### src/rtl/tvsf_pkg.sv
// ----------------------------------------------------------------------------
// tvsf_pkg
// Shared types and constants of the typed value scan filter.
// ----------------------------------------------------------------------------
package tvsf_pkg;

	localparam int WordW = 32;
	localparam int CapW  = 24;
	localparam int CfgIdxW = 2;
	localparam int CfgDataW = 32;

	typedef enum logic [2:0] {
		KIND_U8  = 3'd0,
		KIND_U16 = 3'd1,
		KIND_U32 = 3'd2,
		KIND_S8  = 3'd3,
		KIND_S16 = 3'd4,
		KIND_S32 = 3'd5,
		KIND_F32 = 3'd6,
		KIND_RSV = 3'd7
	} kind_t;

	typedef enum logic [2:0] {
		MODE_EQ   = 3'd0,
		MODE_NE   = 3'd1,
		MODE_CHG  = 3'd2,
		MODE_UNCH = 3'd3,
		MODE_INC  = 3'd4,
		MODE_DEC  = 3'd5,
		MODE_GT   = 3'd6,
		MODE_LT   = 3'd7
	} mode_t;

	localparam logic [CfgIdxW-1:0] REG_KIND   = 2'd0;
	localparam logic [CfgIdxW-1:0] REG_MODE   = 2'd1;
	localparam logic [CfgIdxW-1:0] REG_TARGET = 2'd2;
	localparam logic [CfgIdxW-1:0] REG_CAP    = 2'd3;

	localparam logic [WordW-1:0] MASK8  = 32'h0000_00FF;
	localparam logic [WordW-1:0] MASK16 = 32'h0000_FFFF;
	localparam logic [WordW-1:0] MASK32 = 32'hFFFF_FFFF;

	// classified request passed from front to back
	typedef struct packed {
		logic             first;
		logic             hit;
		logic [WordW-1:0] address;
		logic [WordW-1:0] prev;
		logic [WordW-1:0] cur;
	} req_t;

	localparam int QDepth = 2;

	function automatic logic [WordW-1:0] kind_mask(input kind_t k);
		case (k)
			KIND_U8, KIND_S8:   kind_mask = MASK8;
			KIND_U16, KIND_S16: kind_mask = MASK16;
			default:            kind_mask = MASK32;
		endcase
	endfunction

	function automatic logic is_nan(input logic [WordW-1:0] x);
		is_nan = (x[30:0] > 31'h7F80_0000);
	endfunction

	function automatic logic [WordW-1:0] order_key(input logic [WordW-1:0] raw,
			input kind_t k);
		logic [WordW-1:0] m;
		logic [WordW-1:0] v;
		m = kind_mask(k);
		v = raw & m;
		case (k)
			KIND_S8, KIND_S16, KIND_S32: order_key = v ^ ((m >> 1) + 32'd1);
			KIND_F32: begin
				if (v[30:0] == 31'd0)
					v = '0;
				order_key = v[31] ? ~v : (v | 32'h8000_0000);
			end
			default: order_key = v;
		endcase
	endfunction

endpackage

### src/rtl/tvsf_front.sv
// ----------------------------------------------------------------------------
// tvsf_front
// Takes candidates, runs the typed compare and registers the classified request.
// ----------------------------------------------------------------------------
module tvsf_front (
	input  logic                      clk,
	input  logic                      arst_n,
	input  logic                      in_valid,
	output logic                      in_stall,
	input  logic                      first_of_scan,
	input  logic [tvsf_pkg::WordW-1:0] address,
	input  logic [tvsf_pkg::WordW-1:0] current_word,
	input  logic [tvsf_pkg::WordW-1:0] previous_word,
	input  tvsf_pkg::kind_t            kind,
	input  tvsf_pkg::mode_t            mode,
	input  logic [tvsf_pkg::WordW-1:0] target,
	output logic                      req_valid,
	output tvsf_pkg::req_t            req,
	input  logic                      req_stall
);
	import tvsf_pkg::*;

	logic             uses_target;
	logic [WordW-1:0] rhs, ka, kb, m;
	logic             nan_any, hit;
	logic             valid_s1;
	req_t             req_s1;

	always_comb begin
		uses_target = (mode == MODE_EQ) || (mode == MODE_NE) ||
			(mode == MODE_GT) || (mode == MODE_LT);
		rhs = uses_target ? target : previous_word;
		m = kind_mask(kind);
		nan_any = (kind == KIND_F32) && (is_nan(current_word) || is_nan(rhs));
		ka = order_key(current_word, kind);
		kb = order_key(rhs, kind);
		unique case (mode)
			MODE_EQ, MODE_UNCH: hit = (ka == kb);
			MODE_NE, MODE_CHG:  hit = (ka != kb);
			MODE_INC, MODE_GT:  hit = (ka > kb);
			default:            hit = (ka < kb);
		endcase
		hit = hit && !nan_any;
	end

	assign in_stall  = valid_s1 && req_stall;
	assign req_valid = valid_s1;
	assign req       = req_s1;

	always_ff @(posedge clk or negedge arst_n) begin
		if (!arst_n) begin
			valid_s1 <= 1'b0;
		end else if (!in_stall) begin
			valid_s1 <= in_valid;
		end
	end

	always_ff @(posedge clk) begin
		if (!in_stall && in_valid) begin
			req_s1.first   <= first_of_scan;
			req_s1.hit     <= hit;
			req_s1.address <= address;
			req_s1.prev    <= previous_word & m;
			req_s1.cur     <= current_word & m;
		end
	end

	a_stall_hold: assert property (@(posedge clk) disable iff (!arst_n)
		in_stall |=> valid_s1 && $stable(req_s1))
		else $error("front stage changed while stalled");

endmodule

### src/rtl/tvsf_queue.sv
// ----------------------------------------------------------------------------
// tvsf_queue
// Short fifo between the compare front and the counting back end.
// ----------------------------------------------------------------------------
module tvsf_queue (
	input  logic           clk,
	input  logic           arst_n,
	input  logic           wr_valid,
	output logic           wr_stall,
	input  tvsf_pkg::req_t wr_req,
	output logic           rd_valid,
	input  logic           rd_stall,
	output tvsf_pkg::req_t rd_req
);
	import tvsf_pkg::*;

	localparam int PtrW = $clog2(QDepth);

	req_t            mem_q [QDepth];
	logic [PtrW-1:0] wp_q, rp_q;
	logic [PtrW:0]   cnt_q;
	logic            push, pop;

	assign wr_stall = (cnt_q == (PtrW+1)'(QDepth));
	assign rd_valid = (cnt_q != '0);
	assign rd_req   = mem_q[rp_q];
	assign push     = wr_valid && !wr_stall;
	assign pop      = rd_valid && !rd_stall;

	always_ff @(posedge clk or negedge arst_n) begin
		if (!arst_n) begin
			wp_q  <= '0;
			rp_q  <= '0;
			cnt_q <= '0;
		end else begin
			if (push)
				wp_q <= (wp_q == PtrW'(QDepth-1)) ? '0 : wp_q + 1'b1;
			if (pop)
				rp_q <= (rp_q == PtrW'(QDepth-1)) ? '0 : rp_q + 1'b1;
			cnt_q <= cnt_q + (PtrW+1)'(push) - (PtrW+1)'(pop);
		end
	end

	always_ff @(posedge clk) begin
		if (push)
			mem_q[wp_q] <= wr_req;
	end

	a_no_overflow: assert property (@(posedge clk) disable iff (!arst_n)
		cnt_q <= (PtrW+1)'(QDepth))
		else $error("queue count beyond depth");

endmodule

### src/rtl/tvsf_back.sv
// ----------------------------------------------------------------------------
// tvsf_back
// Applies the per-scan match count and cap, drives the result register.
// ----------------------------------------------------------------------------
module tvsf_back (
	input  logic                       clk,
	input  logic                       arst_n,
	input  logic                       req_valid,
	output logic                       req_stall,
	input  tvsf_pkg::req_t             req,
	input  logic [tvsf_pkg::CapW-1:0]  cap,
	output logic                       out_valid,
	input  logic                       out_stall,
	output logic [tvsf_pkg::WordW-1:0] match_address,
	output logic [tvsf_pkg::WordW-1:0] match_previous,
	output logic [tvsf_pkg::WordW-1:0] match_current,
	output logic                       cap_reached
);
	import tvsf_pkg::*;

	logic [CapW-1:0] count_q, base, next_cnt;
	logic            take, emit;
	logic            valid_q;

	assign req_stall = valid_q && out_stall;
	assign take      = req_valid && !req_stall;
	assign base      = req.first ? '0 : count_q;
	assign emit      = req.hit && (base < cap);
	assign next_cnt  = base + 1'b1;
	assign out_valid = valid_q;

	always_ff @(posedge clk or negedge arst_n) begin
		if (!arst_n) begin
			count_q <= '0;
			valid_q <= 1'b0;
		end else begin
			if (!req_stall)
				valid_q <= take && emit;
			if (take)
				count_q <= emit ? next_cnt : base;
		end
	end

	always_ff @(posedge clk) begin
		if (take && emit) begin
			match_address  <= req.address;
			match_previous <= req.prev;
			match_current  <= req.cur;
			cap_reached    <= (next_cnt == cap);
		end
	end

	a_count_cap: assert property (@(posedge clk) disable iff (!arst_n)
		(take && emit) |=> (count_q <= cap || $past(req.first)))
		else $error("match count passed the cap");
	a_flag_count: assert property (@(posedge clk) disable iff (!arst_n)
		(take && emit) |=> (cap_reached == (count_q == $past(cap))))
		else $error("cap flag disagrees with count");

endmodule

### src/rtl/typed_value_scan_filter_unit.sv
// ----------------------------------------------------------------------------
// typed_value_scan_filter_unit
// Typed compare filter over memory scan candidates with a per-scan result cap.
// ----------------------------------------------------------------------------
// channel  direction  handshake          payload
// in       input      in_valid/in_stall   first_of_scan address current_word previous_word
// out      output     out_valid/out_stall match_address match_previous match_current cap_reached
// cfg      input      cfg_valid/cfg_ready cfg_index cfg_data
//
// one candidate per cycle sustained while out_stall is low; a request goes through the
// compare register, two-entry queue and result register before its result leaves.
// the count update is a single 24-bit add and compare in the back stage.
// reset clears valids, queue pointers and the match count; config registers take
// their defaults. each side stalls on its own through the queue.
module typed_value_scan_filter_unit (
	input  logic                          clk,
	input  logic                          arst_n,
	input  logic                          in_valid,
	output logic                          in_stall,
	input  logic                          first_of_scan,
	input  logic [tvsf_pkg::WordW-1:0]    address,
	input  logic [tvsf_pkg::WordW-1:0]    current_word,
	input  logic [tvsf_pkg::WordW-1:0]    previous_word,
	output logic                          out_valid,
	input  logic                          out_stall,
	output logic [tvsf_pkg::WordW-1:0]    match_address,
	output logic [tvsf_pkg::WordW-1:0]    match_previous,
	output logic [tvsf_pkg::WordW-1:0]    match_current,
	output logic                          cap_reached,
	input  logic                          cfg_valid,
	output logic                          cfg_ready,
	input  logic [tvsf_pkg::CfgIdxW-1:0]  cfg_index,
	input  logic [tvsf_pkg::CfgDataW-1:0] cfg_data
);
	import tvsf_pkg::*;

	kind_t            kind_q;
	mode_t            mode_q;
	logic [WordW-1:0] target_q;
	logic [CapW-1:0]  cap_q;
	logic             f_valid, f_stall, q_valid, q_stall;
	req_t             f_req, q_req;

	assign cfg_ready = 1'b1;

	always_ff @(posedge clk or negedge arst_n) begin
		if (!arst_n) begin
			kind_q   <= KIND_U32;
			mode_q   <= MODE_EQ;
			target_q <= '0;
			cap_q    <= 24'd1048576;
		end else if (cfg_valid) begin
			unique case (cfg_index)
				REG_KIND:   kind_q   <= kind_t'(cfg_data[2:0]);
				REG_MODE:   mode_q   <= mode_t'(cfg_data[2:0]);
				REG_TARGET: target_q <= cfg_data;
				default:    cap_q    <= cfg_data[CapW-1:0];
			endcase
		end
	end

	tvsf_front u_front (
		.clk, .arst_n, .in_valid, .in_stall, .first_of_scan, .address,
		.current_word, .previous_word,
		.kind(kind_q), .mode(mode_q), .target(target_q),
		.req_valid(f_valid), .req(f_req), .req_stall(f_stall)
	);

	tvsf_queue u_queue (
		.clk, .arst_n,
		.wr_valid(f_valid), .wr_stall(f_stall), .wr_req(f_req),
		.rd_valid(q_valid), .rd_stall(q_stall), .rd_req(q_req)
	);

	tvsf_back u_back (
		.clk, .arst_n,
		.req_valid(q_valid), .req_stall(q_stall), .req(q_req), .cap(cap_q),
		.out_valid, .out_stall, .match_address, .match_previous,
		.match_current, .cap_reached
	);

endmodule
### config.mk
export PLATFORM = sky130hd
export DESIGN_NAME = typed_value_scan_filter_unit
export DESIGN_NICKNAME = d
export VERILOG_FILES = /design/src/rtl/tvsf_pkg.sv /design/src/rtl/tvsf_front.sv /design/src/rtl/tvsf_queue.sv /design/src/rtl/tvsf_back.sv /design/src/rtl/typed_value_scan_filter_unit.sv
export SDC_FILE = /design/constraint.sdc
export NUM_CORES = 1
export LEC_CHECK = 0
export BUFFER_PORTS_ARGS = -buffer_cell sky130_fd_sc_hd__buf_4
export CAP_MARGIN = 20
export CORE_MARGIN = 1.5
export CORE_UTILIZATION = 35
export CTS_BUF_LIST = sky130_fd_sc_hd__clkbuf_16
export DETAILED_ROUTE_END_ITERATION = 10
export GPL_ROUTABILITY_DRIVEN = 1
export SYNTH_ARGS = -nofsm -noshare
export SYNTH_HDL_FRONTEND = slang
export SYNTH_HIERARCHICAL = 1
export SYNTH_SLANG_ARGS = --single-unit
export TNS_END_PERCENT = 30
### constraint.sdc
create_clock -name clk -period 10 [get_ports clk]
set_input_delay 0.5 -clock clk [delete_from_list [all_inputs] [get_ports clk]]
set_output_delay 0.5 -clock clk [all_outputs]
set_load 0.02 [all_outputs]
==> run_results.csv, run 1 <==
group,metric,value,unit
timing,fmaxAchievable,191,MHz
logic_synthesis,synth_area_leaders,"edfxtp_1 54%, dfrtp_1 10%, mux2_2 5.3%",
global_routing,grt_pass1_wl,81200,um
worst_setup_path,worstPathRequired,10.39,ns
global_routing,antenna_found_initial,0,
cells_and_area,area_growth,19.2,%
worst_setup_path,cp_slowest_cell,"or3_1",
logic_synthesis,yosys_register_bits,483,
timing,fin_skew,0.0195,ns
timing,setup_ws,4.78,ns
die,design.core.area,61500,um^2
die,start_util,0.353,
status,status,"finished clean",
detailed_routing,first_pass_iters,6,
logic_synthesis,ys.warnings.count,6,
worst_hold_path,hold_class,"in2reg",
place,place_congestion,0.914,
worst_setup_path,path_class,"reg2reg",
global_routing,grt-ovfl-total,0,
timing,slew_viol_final,0,
power,ir_worst_vdd,0.000133,V
detailed_routing,antenna_left,0,
logic_synthesis,synthArstFlopShare,0.190,
timing,max_slew_margin,0.332,
worst_setup_path,cp-end-kind,"register",
place,io_buffers,234,
worst_setup_path,startpoint_type,"register",
timing,tightest_slew,1.00,ns
clock_network,root_buffer,"clkbuf_16",
worst_setup_path,slowest_delay,0.68,ns
die,die_height,252,um
detailed_routing,vias,13300,
logic_synthesis,avgSynthCellArea,14.3,um^2
timing,finalCritPeriodShare,0.522,
clock_network,clk-insertion-delay-late,0.59,ns
clock_network,clkTransAtPathRegs,0.06,ns
logic_synthesis,yosysMostFrequentCell,"edfxtp_1",
die,die-area,63500,um^2
timing,setup_tns,0,ns
logic_synthesis,synth_area,21700,um^2
worst_setup_path,cp.arrival,5.61,ns
detailed_routing,wl_per_cell,21.0,um
worst_setup_path,worstPathMaxFanout,18,
power,p_leak,10.0,nW
logic_synthesis,syn_inst,1519,
cells_and_area,drive_gt1_frac,0.284,
global_routing,grt_pass1_vias,13200,
logic_synthesis,syn_nets,1707,
worst_setup_path,cp_cell_sequence,"nor2b_1 -> or3_1 -> a222oi_1 -> nand3_1 -> buf_8 -> nand2_1 -> ha_1 -> a21oi_1 -> o21ai_0 -> a221o_1 -> a211oi_1 -> a31oi_1 -> a221oi_1",
place,pre_cts_ws,4.61,ns
logic_synthesis,yosysTopAreaCellShare,0.541,
global_routing,track_usage,0.168,
die,io_pins,236,
detailed_routing,drc,0,
die,rows,91,
detailed_routing,drt-total-wl,54500,um
die,die_w,252,um
clock_network,htreeDepth,2,
detailed_routing,viasPerCell,5.11,
place,dp.final_hpwl,38400,um
logic_synthesis,yosysUniqueCellTypes,81,
timing,finalSetupViolCount,0,
logic_synthesis,synth_top_area_cell,"edfxtp_1",
timing,finalHoldViolations,0,
timing,period_needed,5.22,ns
clock_network,postCtsSetupBuffers,0,
clock_network,cts_tree,"done",
global_routing,grt_max_degree,66,
power,powerDensity,283,nW/um^2
logic_synthesis,ys_seq_area_frac,0.647,
logic_synthesis,synth-edff-count,391,
logic_synthesis,synth_common_cells,"391 x edfxtp_1, 143 x nand2_1, 103 x mux2_2, 90 x dfrtp_1, 60 x mux2_4",
cells_and_area,nets,1949,
clock_network,clockBufferDepth,3,
clock_network,clock_sinks,483,
clock_network,numCtsBuffers,51,
logic_synthesis,ys.flop_type,"edfxtp_1",
timing,rsz0062_at_grt,"no",
detailed_routing,drt-initial-drc-count,945,
flow_run,max_cap_viol_count,0,
## state kept, by name, indices dropped and copies added, names as in the netlist
name and flops:
u_queue/mem_q 196, u_front/req 98, target_q 32, u_back/match_address 32
u_back/match_current 32, u_back/match_previous 32, cap_q 24, u_back/count_q 24
kind_q 3, mode_q 3, u_queue/cnt_q 2, u_back/cap_reached 1
u_back/out_valid 1, u_front/req_valid 1, u_queue/rp_q 1, u_queue/wp_q 1
## metrics by stage
stage | total power [W] | hold WS (ns) | cell area [um^2] | instances | utilization
final | 0.00731 | 0.0885 | 25900 | 2592 | 0.421
after global routing | 0.00770 | 0.0543 | 25900 | 2591 | 0.421
after CTS | 0.00742 | 0.0437 | 25800 | 2590 | 0.420
after detailed placement | 0.00562 | 0.430 | 24300 | 2496 | 0.395
after global placement | 0.00557 | 0.422 | 24300 | 2496 | 0.395
after floorplan | 0.00479 | 0.204 | 21700 | 1519 | -
## cells in the final DEF (no fill, tap or decap), types with 5 or more instances in the layout
master and n:
a21oi_1 56, mux2i_1 17, edfxtp_1 391, ha_1 52, and2_1 53, and3_1 16, nor2b_1 33, nor2_1 35
a31oi_1 8, clkbuf_16 52, or2_2 6, nor3_1 28, xnor2_1 55, nand2b_1 6, mux2_4 60, a221o_1 10
clkinv_2 5, buf_4 253, nor4_1 29, clkinv_1 16, nand4_1 30, xor2_1 35, o21ai_0 24, a211oi_1 5
dfrtp_1 89, nand3_1 29, a21o_1 7, mux2_2 103, nand2_1 143, inv_1 46, o211ai_1 9
## power by group
part / switching [W] / internal, W
Sequential: 0.000284 / 0.00300
Clock: 0.000775 / 0.000992
Combinational: 0.00136 / 0.000903
## per-layer routing
metal  vias to the layer above  routed length, um  GRT usage
li1                       6173                  -          -
met5                         -                  0          0
met4                         0               1280     0.0452
met1                      6579              23600      0.226
met3                        82               2820     0.0252
met2                       424              26700      0.284
## cells by family after synthesis
family                     share of synthesized area
other                                       0.000173
DFF                                            0.647
adders and majority gates                     0.0323
AOI/OAI and AO/OA                             0.0497
buffers and inverters                         0.0224
muxes                                          0.103
xor gates and xnor gates                      0.0375
and+or+nand+nor                                0.108
## path summary, 6_finish.rpt
check | cells after the start | endpoint | start | slack (ns)
max | 13 | u_front/req[96]$_DFFE_PP_ | kind_q[0]$_DFFE_PN0P_ | 4.78
min | 1 | u_front/req[85]$_DFFE_PP_ | address[21] | 0.09
max reg2reg | 13 | u_front/req[96]$_DFFE_PP_ | kind_q[0]$_DFFE_PN0P_ | 4.78
min reg2reg | 0 | u_queue/mem_q[0][2]$_DFFE_PP_ | u_front/req[2]$_DFFE_PP_ | 0.44
max in group asynchronous | 3 | u_queue/rp_q$_DFFE_PN0P_ | arst_n | 8.37
min in group asynchronous | 2 | u_back/count_q[1]$_DFFE_PN0P_ | arst_n | 0.46
## critical path: cells and delay by family, from the launching register on
family / cells / cell delay [ns]
adders and majority gates: 1 / 0.23
AOI/OAI and AO/OA: 7 / 2.24
DFF: 1 / 0.62
buffers and inverters: 1 / 0.36
and+or+nand+nor: 4 / 1.56
## area by class of cell
| cell class | count | area, um^2 |
|---|---|---|
| multi-input combinational | 935 | 7220 |
| sequential | 483 | 14000 |
| tap | 790 | 988 |
| fill | 5653 | 35600 |
| timing repair buffer | 255 | 1920 |
| inverter | 35 | 131 |
| antenna | 1 | 2.50 |
| clock inverter | 41 | 253 |
| clock buffer | 52 | 1300 |
## what timing repair did
action	4_1_cts	5_1_grt
hold buffers	1	0
endpoints found under the hold margin	43	0
gates resized for setup	0	0
Note: power is estimated with default switching activity, not from simulation.
==> run 2: changes to the inputs <==
Settings changed: ABC_AREA set to 1.
Clock period 10 ns to 5 ns, I/O delays scaled along.
==> run_results.csv, run 2 <==
group,metric,value,unit
status,status,"finished clean",
die,die_w,256,um
logic_synthesis,ys.flop_type,"edfxtp_1",
logic_synthesis,synthArstFlopShare,0.190,
logic_synthesis,synth-edff-count,391,
timing,fmaxAchievable,228,MHz
logic_synthesis,synth_area,22400,um^2
timing,finalHoldViolations,0,
cells_and_area,area_growth,24.1,%
power,p_total,0.0156,W
die,rows,92,
cells_and_area,final_cell_mix,"860 x nand2_1, 391 x edfxtp_1, 258 x buf_4",
die,design.core.area,63200,um^2
logic_synthesis,synth_xor_area_frac,0.0216,
cells_and_area,antennaDiodeCount,0,
worst_setup_path,worstPathRequired,5.37,ns
logic_synthesis,syn_nets,2417,
logic_synthesis,synthMuxAreaShare,0,
power,ir_worst_vdd,0.000304,V
worst_setup_path,worstPathMaxFanout,27,
cells_and_area,registers.top_by_ff_count,"u_queue/mem_q",
timing,finalSetupViolCount,0,
timing,finalCritPeriodShare,0.877,
timing,fin_skew,0.0288,ns
global_routing,grt_pass1_vias,16100,
clock_network,root_buffer,"clkbuf_16",
place,io_buffers,234,
clock_network,cts_tree,"done",
logic_synthesis,ys.warnings.count,6,
logic_synthesis,yosys_register_bits,483,
place,place_congestion,0.911,
logic_synthesis,yosysUniqueCellTypes,53,
worst_hold_path,hold_class,"in2reg",
clock_network,clkTransAtPathRegs,0.07,ns
die,start_util,0.355,
logic_synthesis,synth_common_cells,"860 x nand2_1, 391 x edfxtp_1, 166 x inv_1, 157 x nor2_1, 132 x nand3_1",
cells_and_area,mostFrequentLayoutCell,"nand2_1",
logic_synthesis,synth_area_leaders,"edfxtp_1 52%, nand2_1 14%, dfrtp_1 10%",
logic_synthesis,synth_top_area_cell,"edfxtp_1",
place,dp.final_hpwl,42000,um
detailed_routing,first_pass_iters,6,
die,die-area,65600,um^2
clock_network,clock_sinks,483,
global_routing,antenna_found_initial,0,
global_routing,grt-ovfl-total,0,
worst_setup_path,cp-end-kind,"register",
timing,max_slew_margin,0.334,
timing,slew_viol_final,0,
global_routing,grt_max_degree,99,
power,p_leak,12.3,nW
worst_setup_path,startpoint_type,"register",
clock_network,clockBufferDepth,3,
logic_synthesis,yosysTopAreaCellShare,0.523,
logic_synthesis,yosys.area_share.adder,0.0290,
logic_synthesis,yosysMostFrequentCell,"nand2_1",
flow_run,max_cap_viol_count,0,
logic_synthesis,avgSynthCellArea,10.1,um^2
global_routing,grt_pass1_wl,93300,um
logic_synthesis,synth-compound-area-share,0.0194,
logic_synthesis,syn_inst,2229,
logic_synthesis,ys_seq_area_frac,0.626,
clock_network,clk-insertion-delay-late,0.61,ns
detailed_routing,drt-total-wl,60600,um
timing,tightest_slew,0.997,ns
place,place_inst,3250,
logic_synthesis,synth_top_family_by_area,"simple AND/OR/NAND/NOR gates",
detailed_routing,drt-initial-drc-count,1312,
cells_and_area,fin_area,27800,um^2
detailed_routing,drc,0,
cells_and_area,largest_reg_flops,196,
timing,rsz0062_at_grt,"no",
detailed_routing,viasPerCell,4.78,
place,placed_area,25000,um^2
global_routing,track_usage,0.183,
cells_and_area,final_cells,3457,
clock_network,postCtsSetupBuffers,0,
clock_network,numCtsBuffers,52,
detailed_routing,vias,16500,
detailed_routing,wl_per_cell,17.5,um
power,powerDensity,560,nW/um^2
timing,period_needed,4.38,ns
detailed_routing,antenna_left,0,
cells_and_area,drive_gt1_frac,0.156,
worst_setup_path,cp.arrival,4.75,ns
die,die_height,256,um
worst_setup_path,path_class,"reg2reg",
die,io_pins,236,
logic_synthesis,post_synth_and_or_nand_nor_area_fraction,0.249,
clock_network,htreeDepth,2,
cells_and_area,nets,2757,
[run 2: logic make-up after synthesis]
| group | after synthesis |
|---|---|
| other | 1 |
| xor gates and xnor gates | 53 |
| and+or+nand+nor | 1303 |
| adders and majority gates | 52 |
| buffers and inverters | 267 |
| DFF | 483 |
| AOI/OAI and AO/OA | 70 |
[run 2: stage by stage]
stage	hold WS, ns	setup WS (ns)	TNS, ns	util
after detailed placement	0.321	0.603	0	0.395
after CTS	0.0000515	0.586	0	0.440
final	0.0195	0.617	0	0.440
after global placement	0.320	0.601	0	0.395
after floorplan	-0.0456	-0.193	-18.94	-
after global routing	0.000755	0.182	0	0.440
[run 2: final timing paths]
kind                                                from                            end  slack [ns]  depth (start not counted)
worst min register to register  u_front/req[1]$_DFFE_PP_  u_queue/mem_q[0][1]$_DFFE_PP_        0.44                          0
max in group asynchronous                         arst_n       u_queue/rp_q$_DFFE_PN0P_        3.60                          3
worst max-delay path               kind_q[0]$_DFFE_PN0P_      u_front/req[96]$_DFFE_PP_        0.62                         18
worst max register to register     kind_q[0]$_DFFE_PN0P_      u_front/req[96]$_DFFE_PP_        0.62                         18
min in group asynchronous                         arst_n          cap_q[11]$_DFFE_PN0P_        0.20                          2
worst min-delay path                   previous_word[15]      u_front/req[47]$_DFFE_PP_        0.02                          3
[run 2: report_power, final]
group / internal, W / leakage [nW] / total, W / switching [W]
combinational: 0.00166 / 6.60 / 0.00517 / 0.00351
sequential: 0.00599 / 4.87 / 0.00649 / 0.000492
clock: 0.00228 / 0.873 / 0.00392 / 0.00164
total: 0.00993 / 12.3 / 0.0156 / 0.00565
[run 2: critical path, stage by stage, from the launching register on]
cell and delay, ns:
dfrtp_1 0.46, nand2_1 0.21, nand2_4 0.25, inv_4 0.34, nand2_1 0.36, o21ai_0 0.26, nand4_2 0.25, inv_2 0.34
nor2_1 0.10, ha_1 0.29, nand2_1 0.06, nor2_1 0.14, nand2_1 0.09, nor4_1 0.43, nand2_1 0.21, nand3_1 0.13
nand2_1 0.05, nor2_1 0.08, nor2_1 0.05
[run 2: repair_timing]
| action | in CTS | in global routing |
|---|---|---|
| hold buffers | 111 | 0 |
| gates resized for setup | 0 | 0 |
| hold endpoints to repair | 185 | 0 |
[run 2: layout make-up]
type / count / area [um^2]
Fill cell: 5962 / 35400
Multi-Input combinational cell: 1479 / 7170
Timing Repair Buffer: 372 / 3110
Tap cell: 846 / 1060
Clock buffer: 52 / 1300
Sequential cell: 483 / 14000
Inverter: 181 / 692
Clock inverter: 44 / 452
[run 2: routing by layer]
layer / track usage / wire [um]
met5: 0 / 0
met4: 0.0483 / 1330
met3: 0.0251 / 3240
met2: 0.298 / 28400
met1: 0.255 / 27600
